### src/rtl/core/lsh_pkg.sv
// ----------------------------------------------------------------------------
// lsh_pkg
// Shared widths, threshold table and result type of the latency histogram.
// ----------------------------------------------------------------------------
package lsh_pkg;

	localparam int LAT_W       = 32;
	localparam int CNT_W       = 32;
	localparam int SUM_W       = 64;
	localparam int HIT_W       = 4;
	localparam int NUM_THRESH  = 9;
	localparam int BUCKETS_DEF = 9;

	localparam logic [HIT_W-1:0] NO_BUCKET = 4'd9;
	localparam logic [LAT_W:0]   OPEN_TOP  = {1'b1, {LAT_W{1'b0}}};

	typedef struct packed {
		logic [CNT_W-1:0] sample_count;
		logic [SUM_W-1:0] latency_sum;
		logic [LAT_W-1:0] latency_min;
		logic [LAT_W-1:0] latency_max;
		logic [HIT_W-1:0] bucket_hit;
		logic [CNT_W-1:0] bucket_count;
	} result_t;

	// bucket lower thresholds in microseconds, above the 32-bit range past the table
	function automatic logic [LAT_W:0] thresh_lookup(input int idx);
		logic [LAT_W:0] t;
		case (idx)
			0:       t = 33'd20000;
			1:       t = 33'd40000;
			2:       t = 33'd60000;
			3:       t = 33'd80000;
			4:       t = 33'd100000;
			5:       t = 33'd500000;
			6:       t = 33'd1000000;
			7:       t = 33'd2000000;
			8:       t = 33'd10000000;
			default: t = OPEN_TOP;
		endcase
		return t;
	endfunction

endpackage

### src/rtl/core/lsh_bucket_sel.sv
// ----------------------------------------------------------------------------
// lsh_bucket_sel
// Finds the bucket whose thresholds strictly enclose a latency sample.
// ----------------------------------------------------------------------------
module lsh_bucket_sel import lsh_pkg::*; #(
	parameter int BUCKETS = BUCKETS_DEF
) (
	input  logic [LAT_W-1:0]   latency_us,
	output logic [BUCKETS-1:0] hit_vec,
	output logic [HIT_W-1:0]   hit_idx
);

	logic [LAT_W:0] sample;

	assign sample = {1'b0, latency_us};

	always_comb begin
		hit_vec = '0;
		hit_idx = NO_BUCKET;
		for (int i = 0; i < BUCKETS; i++) begin
			logic [LAT_W:0] lo;
			logic [LAT_W:0] hi;
			lo = thresh_lookup(i);
			hi = (i + 1 >= BUCKETS) ? OPEN_TOP : thresh_lookup(i + 1);
			if (sample > lo && sample < hi) begin
				hit_vec[i] = 1'b1;
				hit_idx    = HIT_W'(i);
			end
		end
	end

endmodule

### src/rtl/core/lsh_stats.sv
// ----------------------------------------------------------------------------
// lsh_stats
// Statistics registers and their combinational update for one sample.
// ----------------------------------------------------------------------------
module lsh_stats import lsh_pkg::*; #(
	parameter int BUCKETS = BUCKETS_DEF
) (
	input  logic             clk,
	input  logic             arst_n,
	input  logic             upd,
	input  logic [LAT_W-1:0] latency_us,
	input  logic             restart,
	output result_t          res
);

	logic [CNT_W-1:0] count_q;
	logic [SUM_W-1:0] sum_q;
	logic [LAT_W-1:0] min_q;
	logic [LAT_W-1:0] max_q;
	logic [CNT_W-1:0] bucket_q [BUCKETS];

	logic [CNT_W-1:0] count_base;
	logic [SUM_W-1:0] sum_base;
	logic [LAT_W-1:0] min_base;
	logic [LAT_W-1:0] max_base;
	logic [CNT_W-1:0] bucket_nxt [BUCKETS];
	logic [BUCKETS-1:0] hit_vec;
	logic [HIT_W-1:0]   hit_idx;
	logic [CNT_W-1:0]   hit_count;

	lsh_bucket_sel #(
		.BUCKETS(BUCKETS)
	) u_bucket_sel (
		.latency_us(latency_us),
		.hit_vec   (hit_vec),
		.hit_idx   (hit_idx)
	);

	// restart clears the statistics before the sample is added
	assign count_base = restart ? '0 : count_q;
	assign sum_base   = restart ? '0 : sum_q;
	assign min_base   = restart ? '1 : min_q;
	assign max_base   = restart ? '0 : max_q;

	always_comb begin
		hit_count = '0;
		for (int i = 0; i < BUCKETS; i++) begin
			bucket_nxt[i] = (restart ? '0 : bucket_q[i]) + CNT_W'(hit_vec[i]);
			if (hit_vec[i]) begin
				hit_count = bucket_nxt[i];
			end
		end
	end

	assign res.sample_count = count_base + CNT_W'(1);
	assign res.latency_sum  = sum_base + SUM_W'(latency_us);
	assign res.latency_min  = (latency_us < min_base) ? latency_us : min_base;
	assign res.latency_max  = (latency_us > max_base) ? latency_us : max_base;
	assign res.bucket_hit   = hit_idx;
	assign res.bucket_count = hit_count;

	always_ff @(posedge clk or negedge arst_n) begin
		if (!arst_n) begin
			count_q <= '0;
			sum_q   <= '0;
			min_q   <= '1;
			max_q   <= '0;
			for (int i = 0; i < BUCKETS; i++) begin
				bucket_q[i] <= '0;
			end
		end else if (upd) begin
			count_q <= res.sample_count;
			sum_q   <= res.latency_sum;
			min_q   <= res.latency_min;
			max_q   <= res.latency_max;
			for (int i = 0; i < BUCKETS; i++) begin
				bucket_q[i] <= bucket_nxt[i];
			end
		end
	end

endmodule

### src/rtl/core/latency_stats_histogram.sv
// ----------------------------------------------------------------------------
// latency_stats_histogram
// Latency statistics (count, sum, min, max) with a fixed-threshold histogram.
// ----------------------------------------------------------------------------
// The input channel carries one latency sample in microseconds and a restart
// flag; a transfer happens when in_valid is high and in_stall is low. Restart
// clears every statistic before the sample is added.
// The output channel carries the statistics after each sample, the bucket hit
// (9 when none) and that bucket's new count; a transfer happens when out_valid
// is high and out_stall is low.
// A sample is registered in the input register at its input transfer, and its
// result is written to the output register once that register is free, which
// raises out_valid. Throughput is one sample per clock while the receiver does
// not stall; the update is a single pass of compares and adds between the
// input and output registers.
// Reset clears count, sum, max and all bucket counters, sets min to all ones
// and empties both registers. When the receiver stalls, the held result stays
// put, one more sample can still enter the input register, and in_stall rises
// only while both registers are full.
// ----------------------------------------------------------------------------
module latency_stats_histogram import lsh_pkg::*; #(
	parameter int BUCKETS = BUCKETS_DEF
) (
	input  logic             clk,
	input  logic             arst_n,
	input  logic             in_valid,
	output logic             in_stall,
	input  logic [LAT_W-1:0] latency_us,
	input  logic             restart,
	output logic             out_valid,
	input  logic             out_stall,
	output logic [CNT_W-1:0] sample_count,
	output logic [SUM_W-1:0] latency_sum,
	output logic [LAT_W-1:0] latency_min,
	output logic [LAT_W-1:0] latency_max,
	output logic [HIT_W-1:0] bucket_hit,
	output logic [CNT_W-1:0] bucket_count
);

	logic             valid_s1;
	logic [LAT_W-1:0] latency_s1;
	logic             restart_s1;
	logic             out_valid_q;
	result_t          res;
	result_t          out_q;
	logic             out_free;
	logic             move_s1;
	logic             in_xfer;

	assign out_free = !out_valid_q || !out_stall;
	assign move_s1  = valid_s1 && out_free;
	assign in_stall = valid_s1 && !out_free;
	assign in_xfer  = in_valid && !in_stall;

	always_ff @(posedge clk or negedge arst_n) begin
		if (!arst_n) begin
			valid_s1 <= 1'b0;
		end else if (in_xfer) begin
			valid_s1 <= 1'b1;
		end else if (move_s1) begin
			valid_s1 <= 1'b0;
		end
	end

	always_ff @(posedge clk) begin
		if (in_xfer) begin
			latency_s1 <= latency_us;
			restart_s1 <= restart;
		end
	end

	lsh_stats #(
		.BUCKETS(BUCKETS)
	) u_stats (
		.clk       (clk),
		.arst_n    (arst_n),
		.upd       (move_s1),
		.latency_us(latency_s1),
		.restart   (restart_s1),
		.res       (res)
	);

	always_ff @(posedge clk or negedge arst_n) begin
		if (!arst_n) begin
			out_valid_q <= 1'b0;
		end else if (out_free) begin
			out_valid_q <= move_s1;
		end
	end

	always_ff @(posedge clk) begin
		if (move_s1) begin
			out_q <= res;
		end
	end

	assign out_valid    = out_valid_q;
	assign sample_count = out_q.sample_count;
	assign latency_sum  = out_q.latency_sum;
	assign latency_min  = out_q.latency_min;
	assign latency_max  = out_q.latency_max;
	assign bucket_hit   = out_q.bucket_hit;
	assign bucket_count = out_q.bucket_count;

endmodule
### config.mk
export PLATFORM = sky130hd
export DESIGN_NAME = latency_stats_histogram
export DESIGN_NICKNAME = d
export VERILOG_FILES = /design/src/rtl/core/lsh_pkg.sv /design/src/rtl/core/lsh_bucket_sel.sv /design/src/rtl/core/lsh_stats.sv /design/src/rtl/core/latency_stats_histogram.sv
export SDC_FILE = /design/constraint.sdc
export NUM_CORES = 2
export LEC_CHECK = 0
export BUFFER_PORTS_ARGS = -buffer_cell sky130_fd_sc_hd__buf_2
export CORE_AREA = 2 2 277 279
export CTS_CLUSTER_SIZE = 10
export DETAILED_ROUTE_END_ITERATION = 10
export DIE_AREA = 0 0 279 281
export HOLD_SLACK_MARGIN = 0.02
export PLACE_DENSITY = 0.73
export SYNTH_ARGS = -nofsm -noshare
export SYNTH_HDL_FRONTEND = slang
export SYNTH_SLANG_ARGS = --single-unit
### constraint.sdc
create_clock -name clk -period 10.5 [get_ports clk]
set_clock_uncertainty 0.15 [all_clocks]
set_input_delay 1.05 -clock clk [delete_from_list [all_inputs] [get_ports clk]]
set_output_delay 1.05 -clock clk [all_outputs]
set_load 0.02 [all_outputs]
# Yosys cells after proc, flatten, opt, wreduce, memory -nomap -nowiden
# Index checks and enable logic that the tools add are counted.
# W data, S select, Z words.
[op_classes]
n_div = 0
order_cmp = 20
n_addsub = 11
n_mul = 0
shift = 0
n_bitwise = 0
muxes = 43
reduce_logical = 18
n_eq_ne = 0
[op_table]
columns = ["cell", "n"]
rows = [
  ["$mux W32", 23],
  ["$add A32 B1 Y32", 9],
  ["$add A64 B32 Y64", 1],
  ["$gt A32 B16 Y1 const B", 2],
  ["$gt A32 B17 Y1 const B", 2],
  ["$lt A32 B16 Y1 const B", 2],
  ["$lt A32 B17 Y1 const B", 2],
  ["$mux W64", 1],
  ["$lt A32 B33 Y1 const B", 1],
  ["$add A32 B1 Y32 const B", 1],
  ["$gt A32 B15 Y1 const B", 1],
  ["$gt A32 B19 Y1 const B", 1],
  ["$gt A32 B20 Y1 const B", 1],
  ["$gt A32 B21 Y1 const B", 1],
  ["$gt A32 B24 Y1 const B", 1],
  ["$gt A32 B32 Y1", 1],
  ["$lt A32 B19 Y1 const B", 1],
  ["$lt A32 B20 Y1 const B", 1],
  ["$lt A32 B21 Y1 const B", 1],
  ["$lt A32 B24 Y1 const B", 1],
  ["$lt A32 B32 Y1", 1],
  ["$mux W4", 8],
  ["$logic_and A1 B1 Y1", 12],
  ["$mux W1", 11],
  ["3 further kinds", 6],
]
[totals]
register_bits = 679
romBits = 0
ram_bits = 0
in_bits = 37
out_inout_bits = 198
latch_bits = 0
elab_cells = 115
mem_count = 0

# Longest topological paths before layout
[depth]
depth_word = 13
depth_mapped = 22
depth_no_buf = 17

# Hierarchy
# Synthesis repeated with hierarchy kept, for this count alone.
[hier_totals]
hier_cells = 4565
area_unflattened_um2 = 43242.7
[modules_own_cells]
columns = ["mod", "area_per_inst_um2", "seq_area_each_um2", "n_inst", "cells_per_inst"]
rows = [
  ["lsh_stats", 35420.2, 11250.8, 1, 4188],
  ["latency_stats_histogram", 6969.2, 6926.6, 1, 237],
  ["lsh_bucket_sel", 853.3, 0.0, 1, 140],
]

# Least setup slack after synthesis
# OpenSTA, ideal clock, no wires.
[synth_path]
path_kind = "in2reg"
startpoint = "input port out_stall"
endpoint = "register out_q, in the netlist bucket_count[0], enable pin"
arrival_ns = 7.138
path_slack_ns = 2.575
setup_ns = 0.637
path_buffers = 2
required_ns = 9.713
stages = 5
cell_sequence = "nand2_1 nand2_1 inv_2 clkbuf_1 clkbuf_1"
[synth_via]
elab_chain_cells = 3
[synth_lines]
columns = ["element", "line", "text"]
rows = [
  ["start, declared", "latency_stats_histogram.sv:31", "input logic out_stall,"],
  ["$logic_not A1 Y1", "latency_stats_histogram.sv:50", "assign out_free = !out_valid_q || !out_stall;"],
  ["$logic_or A1 B1 Y1", "latency_stats_histogram.sv:50", ""],
  ["$logic_and A1 B1 Y1", "latency_stats_histogram.sv:51", "assign move_s1 = valid_s1 && out_free;"],
  ["net move_s1", "latency_stats_histogram.sv:47", "logic move_s1;"],
  ["end signal, assigned", "latency_stats_histogram.sv:93", "out_q <= res;"],
  ["end, declared", "latency_stats_histogram.sv:45", "result_t out_q;"],
]
# The timed path passes the listed nets, and every way through them passes these cells.
# A chain may end at the register's enable or synchronous reset.

==> results by stage <==
Global routing:
- The layer flagged by global routing as most heavily used is met2.
- Global routing used 30.7% of the available tracks.
- Global routing used 5.39% of the available met3 tracks.
- Global routing consumed, on the met1 layer, 42.5% of the routing resources.
- The number of global-route vias before repair came to 33.0k.
- The first global-routing pass estimated 190000 um of wire.
- The initial antenna violation count is 3.
- For this run the aggregate overflow at the end of global routing stands at 0.
- Entering global routing, the biggest net connects 153 pins.
- The global-route met2 utilization is 47.0%.

Status:
- The run finished with clean final reports.

Floorplanning:
- In this run the horizontal extent of the chip is 279 um.
- The y dimension of the die is 281 um.
- The core region is 75400 sq um.
- The top-level port count is 235.
- The initial utilization of the core area, before any placement, comes to 54.6%.
- The floorplan step defined a die boundary enclosing 78400 sq um.
- The row count is 101.

Pwr:
- The power per standard cell area is 166 nW/um^2.
- The worst supply voltage drop on vdd is 0.129 mV.
- The analysis attributes to cell leakage a power of 0.0182 uW.

Clocking:
- The TritonCTS sink count is 679.
- The number of instances resized during post-cts repair is 0.
- In this run, post-CTS hold repair placed 0 buffers.
- The clock slew at the register clock pins of the worst setup and hold paths is 60 ps.
- The CTS tree is built.
- The H-tree was split into 3 levels.
- Clock tree synthesis selected as its root buffer the cell sky130_fd_sc_hd__clkbuf_16.
- Clock latency on the worst-skew pair, taken at its later pin, is 650 ps.
- After clock tree synthesis, the setup repair step added 0 buffers.
- The maximum clock insertion buffer count is 3.
- The number of CTS-inserted buffers is 81.

Yosys:
- The count of cell types in the netlist is 103.
- Counting flops and latches in the post-synthesis netlist gives 679.
- The cell count after synthesis is 4610.
- A synthesized cell averages 8.94 sq um.
- The fraction of the yosys area taken by sequential cells is 44.1%.
- The share of Yosys cell area claimed by the top area cell type is 25.4%.
- The most frequently used flop master after synthesis is sky130_fd_sc_hd__dfrtp_1.
- In this run, synthesis inferred 229 flip-flops with an integrated enable.
- The count of synthesis-stage warnings from yosys is 0.
- The largest total area in the synthesized netlist belongs to sky130_fd_sc_hd__dfrtp_1.
- By area the synthesized netlist is led by sky130_fd_sc_hd__dfrtp_1 25%, sky130_fd_sc_hd__edfxtp_1 17%, sky130_fd_sc_hd__nand2_1 6.6%.
- The synthesized cell area is 41200 sq um.
- The number of nets handed over by synthesis was 4763.
- In the synthesized netlist the async set-or-reset flop fraction comes to 66.3%.

Worst setup path:
- The slowest stage of the critical path belongs to the cell sky130_fd_sc_hd__nor4_1.
- The type of the setup path with the least slack is flip-flop to flip-flop.
- The longest individual stage delay on the worst path is 690 ps.
- The critical path startpoint category is a flip-flop.
- STA classifies the critical path endpoint as a flip-flop.
- The data required time of the worst path is 10750 ps.
- The critical path goes through nor4_1, and4_1, nand2_1, nor4_4, buf_4, ha_1, ha_1, nand4b_1, nor3_1, and3b_1, mux2_2, a221oi_1, a211o_1, o211ai_1, a32o_1.
- In this run the worst path has a maximum fanout of 26.
- The dominant cell type by count on the critical path is sky130_fd_sc_hd__ha_1.
- For the worst setup path, the data arrival time is 6430 ps.

STA:
- After routing, the total negative slack on setup checks comes to 0 ps.
- For the pin with the worst max-slew slack, the measured transition is 1370 ps.
- Setup repair after global routing left no endpoint under its margin.
- The least setup slack across all paths after layout is 4330 ps.
- The number of endpoints with negative hold slack in the final report came to 0.
- The clock period minus final worst setup slack is 6170 ps.
- The number of pins exceeding their max-slew limit in the final report is 0.
- In the finished design, the share of the clock period the worst path needs comes to 58.8%.
- The total of endpoints with negative setup slack in the final report is 0.
- For this run, the top clock speed supported by timing is 162 MHz.
- In this run the tightest slew margin relative to its limit is 7.76%.

Routing:
- The first-pass iteration count of the detailed router is 7.
- For this block, the initial DRC count from the detailed router was 4384.
- The average wire length per cell after detail routing is 21.4 um.
- The number of remaining DRC errors is 0.
- The detail route stage leaves a number of antenna-violating nets equal to 0.
- For this block, the routed nets add up to 122000 um of wire.
- Using the TritonRoute via totals, the vias-per-cell ratio works out to 6.26.
- The total number of vias is 35.8k.

Final layout:
- The final net count is 4828.
- The library cell used most frequently in the layout, excluding fill and tap cells, is sky130_fd_sc_hd__nand2_1.
- In the layout the commonest cells are 727 x sky130_fd_sc_hd__nand2_1, 418 x sky130_fd_sc_hd__dfrtp_1, 381 x sky130_fd_sc_hd__nor2_1.
- The non-filler instance count after layout is 5717.
- 0 antenna diodes ended up in the layout.
- Cells with a size suffix above 1 make up 10.4% of the layout.
- The synthesis-to-finish area growth is 10.1%.

Placed design:
- The count of placed standard cells including taps is 5570.
- Port buffering added 234 buffers.
- Timing analysis after detailed placement gives a worst setup slack of 4500 ps.
- The half-perimeter wire length after detailed placement is 83100 um.
- The weighted congestion at the end of routability-driven global placement is 0.988.

Flow run:
- The tool flagged a number of max-cap violations equal to 0.

Hold path:
- The path class of the lowest-slack min-delay path is input port to async pin.
==> critical path: cells and delay by family (launching register included) <==
kind,cells,cell delay (ps)
AND/OR/NAND/NOR,7,2780
multiplexers,1,370
buffers and inverters,1,410
adder cells (fa/ha/maj),2,520
flip-flops,1,510
AO/OA/AOI/OAI,4,1150
==> layer usage <==
layer  routed length (um)  vias to the layer above
met5                   19                        -
met4                 5960                        4
met3                10200                      300
met2                54700                     1597
met1                51400                    17200
li1                     -                    16700
==> cells in the mapped netlist, types with 26 or more instances <==
master                     count
sky130_fd_sc_hd__a21o_1       38
sky130_fd_sc_hd__a21oi_1     263
sky130_fd_sc_hd__a22o_1       44
sky130_fd_sc_hd__a31oi_1      26
sky130_fd_sc_hd__and3_1       74
sky130_fd_sc_hd__buf_1        34
sky130_fd_sc_hd__buf_2        37
sky130_fd_sc_hd__clkbuf_1    219
sky130_fd_sc_hd__dfrtp_1     418
sky130_fd_sc_hd__dfstp_2      32
sky130_fd_sc_hd__edfxtp_1    229
sky130_fd_sc_hd__ha_1        115
sky130_fd_sc_hd__inv_1        85
sky130_fd_sc_hd__mux2i_1     137
sky130_fd_sc_hd__nand2_1     729
sky130_fd_sc_hd__nand3_1     152
sky130_fd_sc_hd__nand4_1      71
sky130_fd_sc_hd__nor2_1      382
sky130_fd_sc_hd__nor2b_1     122
sky130_fd_sc_hd__nor3_1      183
sky130_fd_sc_hd__o21ai_0     343
sky130_fd_sc_hd__o22a_1       32
sky130_fd_sc_hd__o22ai_1      36
sky130_fd_sc_hd__o31ai_1      33
sky130_fd_sc_hd__or3_1        27
sky130_fd_sc_hd__xnor2_1     185
sky130_fd_sc_hd__xor2_1      120
==> flip-flops by register name, indices dropped and copies added, names as in the netlist, 4 cells and up <==
register,flops
latency_s1,32
latency_sum,64
u_stats.max_q,32
latency_min,32
sample_count,32
latency_max,32
u_stats.min_q,32
bucket_count,32
u_stats.sum_q,64
u_stats.bucket_q,288
bucket_hit,4
u_stats.count_q,32
==> through the flow <==
step	area [sq um]	utilization (%)	power (uW)	hold slack, ps
after floorplan	41200	-	4360	287
after global placement	42900	56.8	4810	300
after detailed placement	42900	56.8	4850	305
after CTS	45400	60.1	7530	231
after global routing	45400	60.1	7830	268
final	45400	60.1	7510	211
==> area by class of cell <==
type / instances / area (sq um)
flip-flops and latches: 679 / 18200
multi-input cells: 3543 / 21600
clock inverters: 11 / 206
inverters: 90 / 353
clock buffers: 136 / 2290
well taps: 978 / 1220
repair buffers: 280 / 1560
fillers: 6481 / 30100
==> power by group <==
part,total (uW),internal [uW],switching (uW)
clock,2680,1510,1180
sequential,3300,3100,195
combinational,1530,526,1000
==> kinds of logic (layout without fill, tap and decap cells) <==
group / after synthesis / after routing / synth area share, %
AO/OA/AOI/OAI: 1039 / 1039 / 15.9
flip-flops: 679 / 679 / 44.1
AND/OR/NAND/NOR: 1923 / 1923 / 22.2
XOR/XNOR: 305 / 305 / 6.48
multiplexers: 160 / 160 / 3.95
adder cells (fa/ha/maj): 116 / 116 / 3.54
buffers and inverters: 388 / 517 / 3.75
==> final timing paths <==
check	depth (start not counted)	startpoint	endpoint	slack (ps)
min in group clk	2	u_stats.bucket_q[96]	u_stats.bucket_q[96]	320
max	15	latency_s1[27]	bucket_count[22]	4330
max reg2reg	15	latency_s1[27]	bucket_count[22]	4330
min reg2reg	2	u_stats.bucket_q[96]	u_stats.bucket_q[96]	320
min	1	arst_n	u_stats.max_q[24]	210
max in group asynchronous	3	arst_n	u_stats.bucket_q[72]	7920
(Power assumes the default switching activity.)
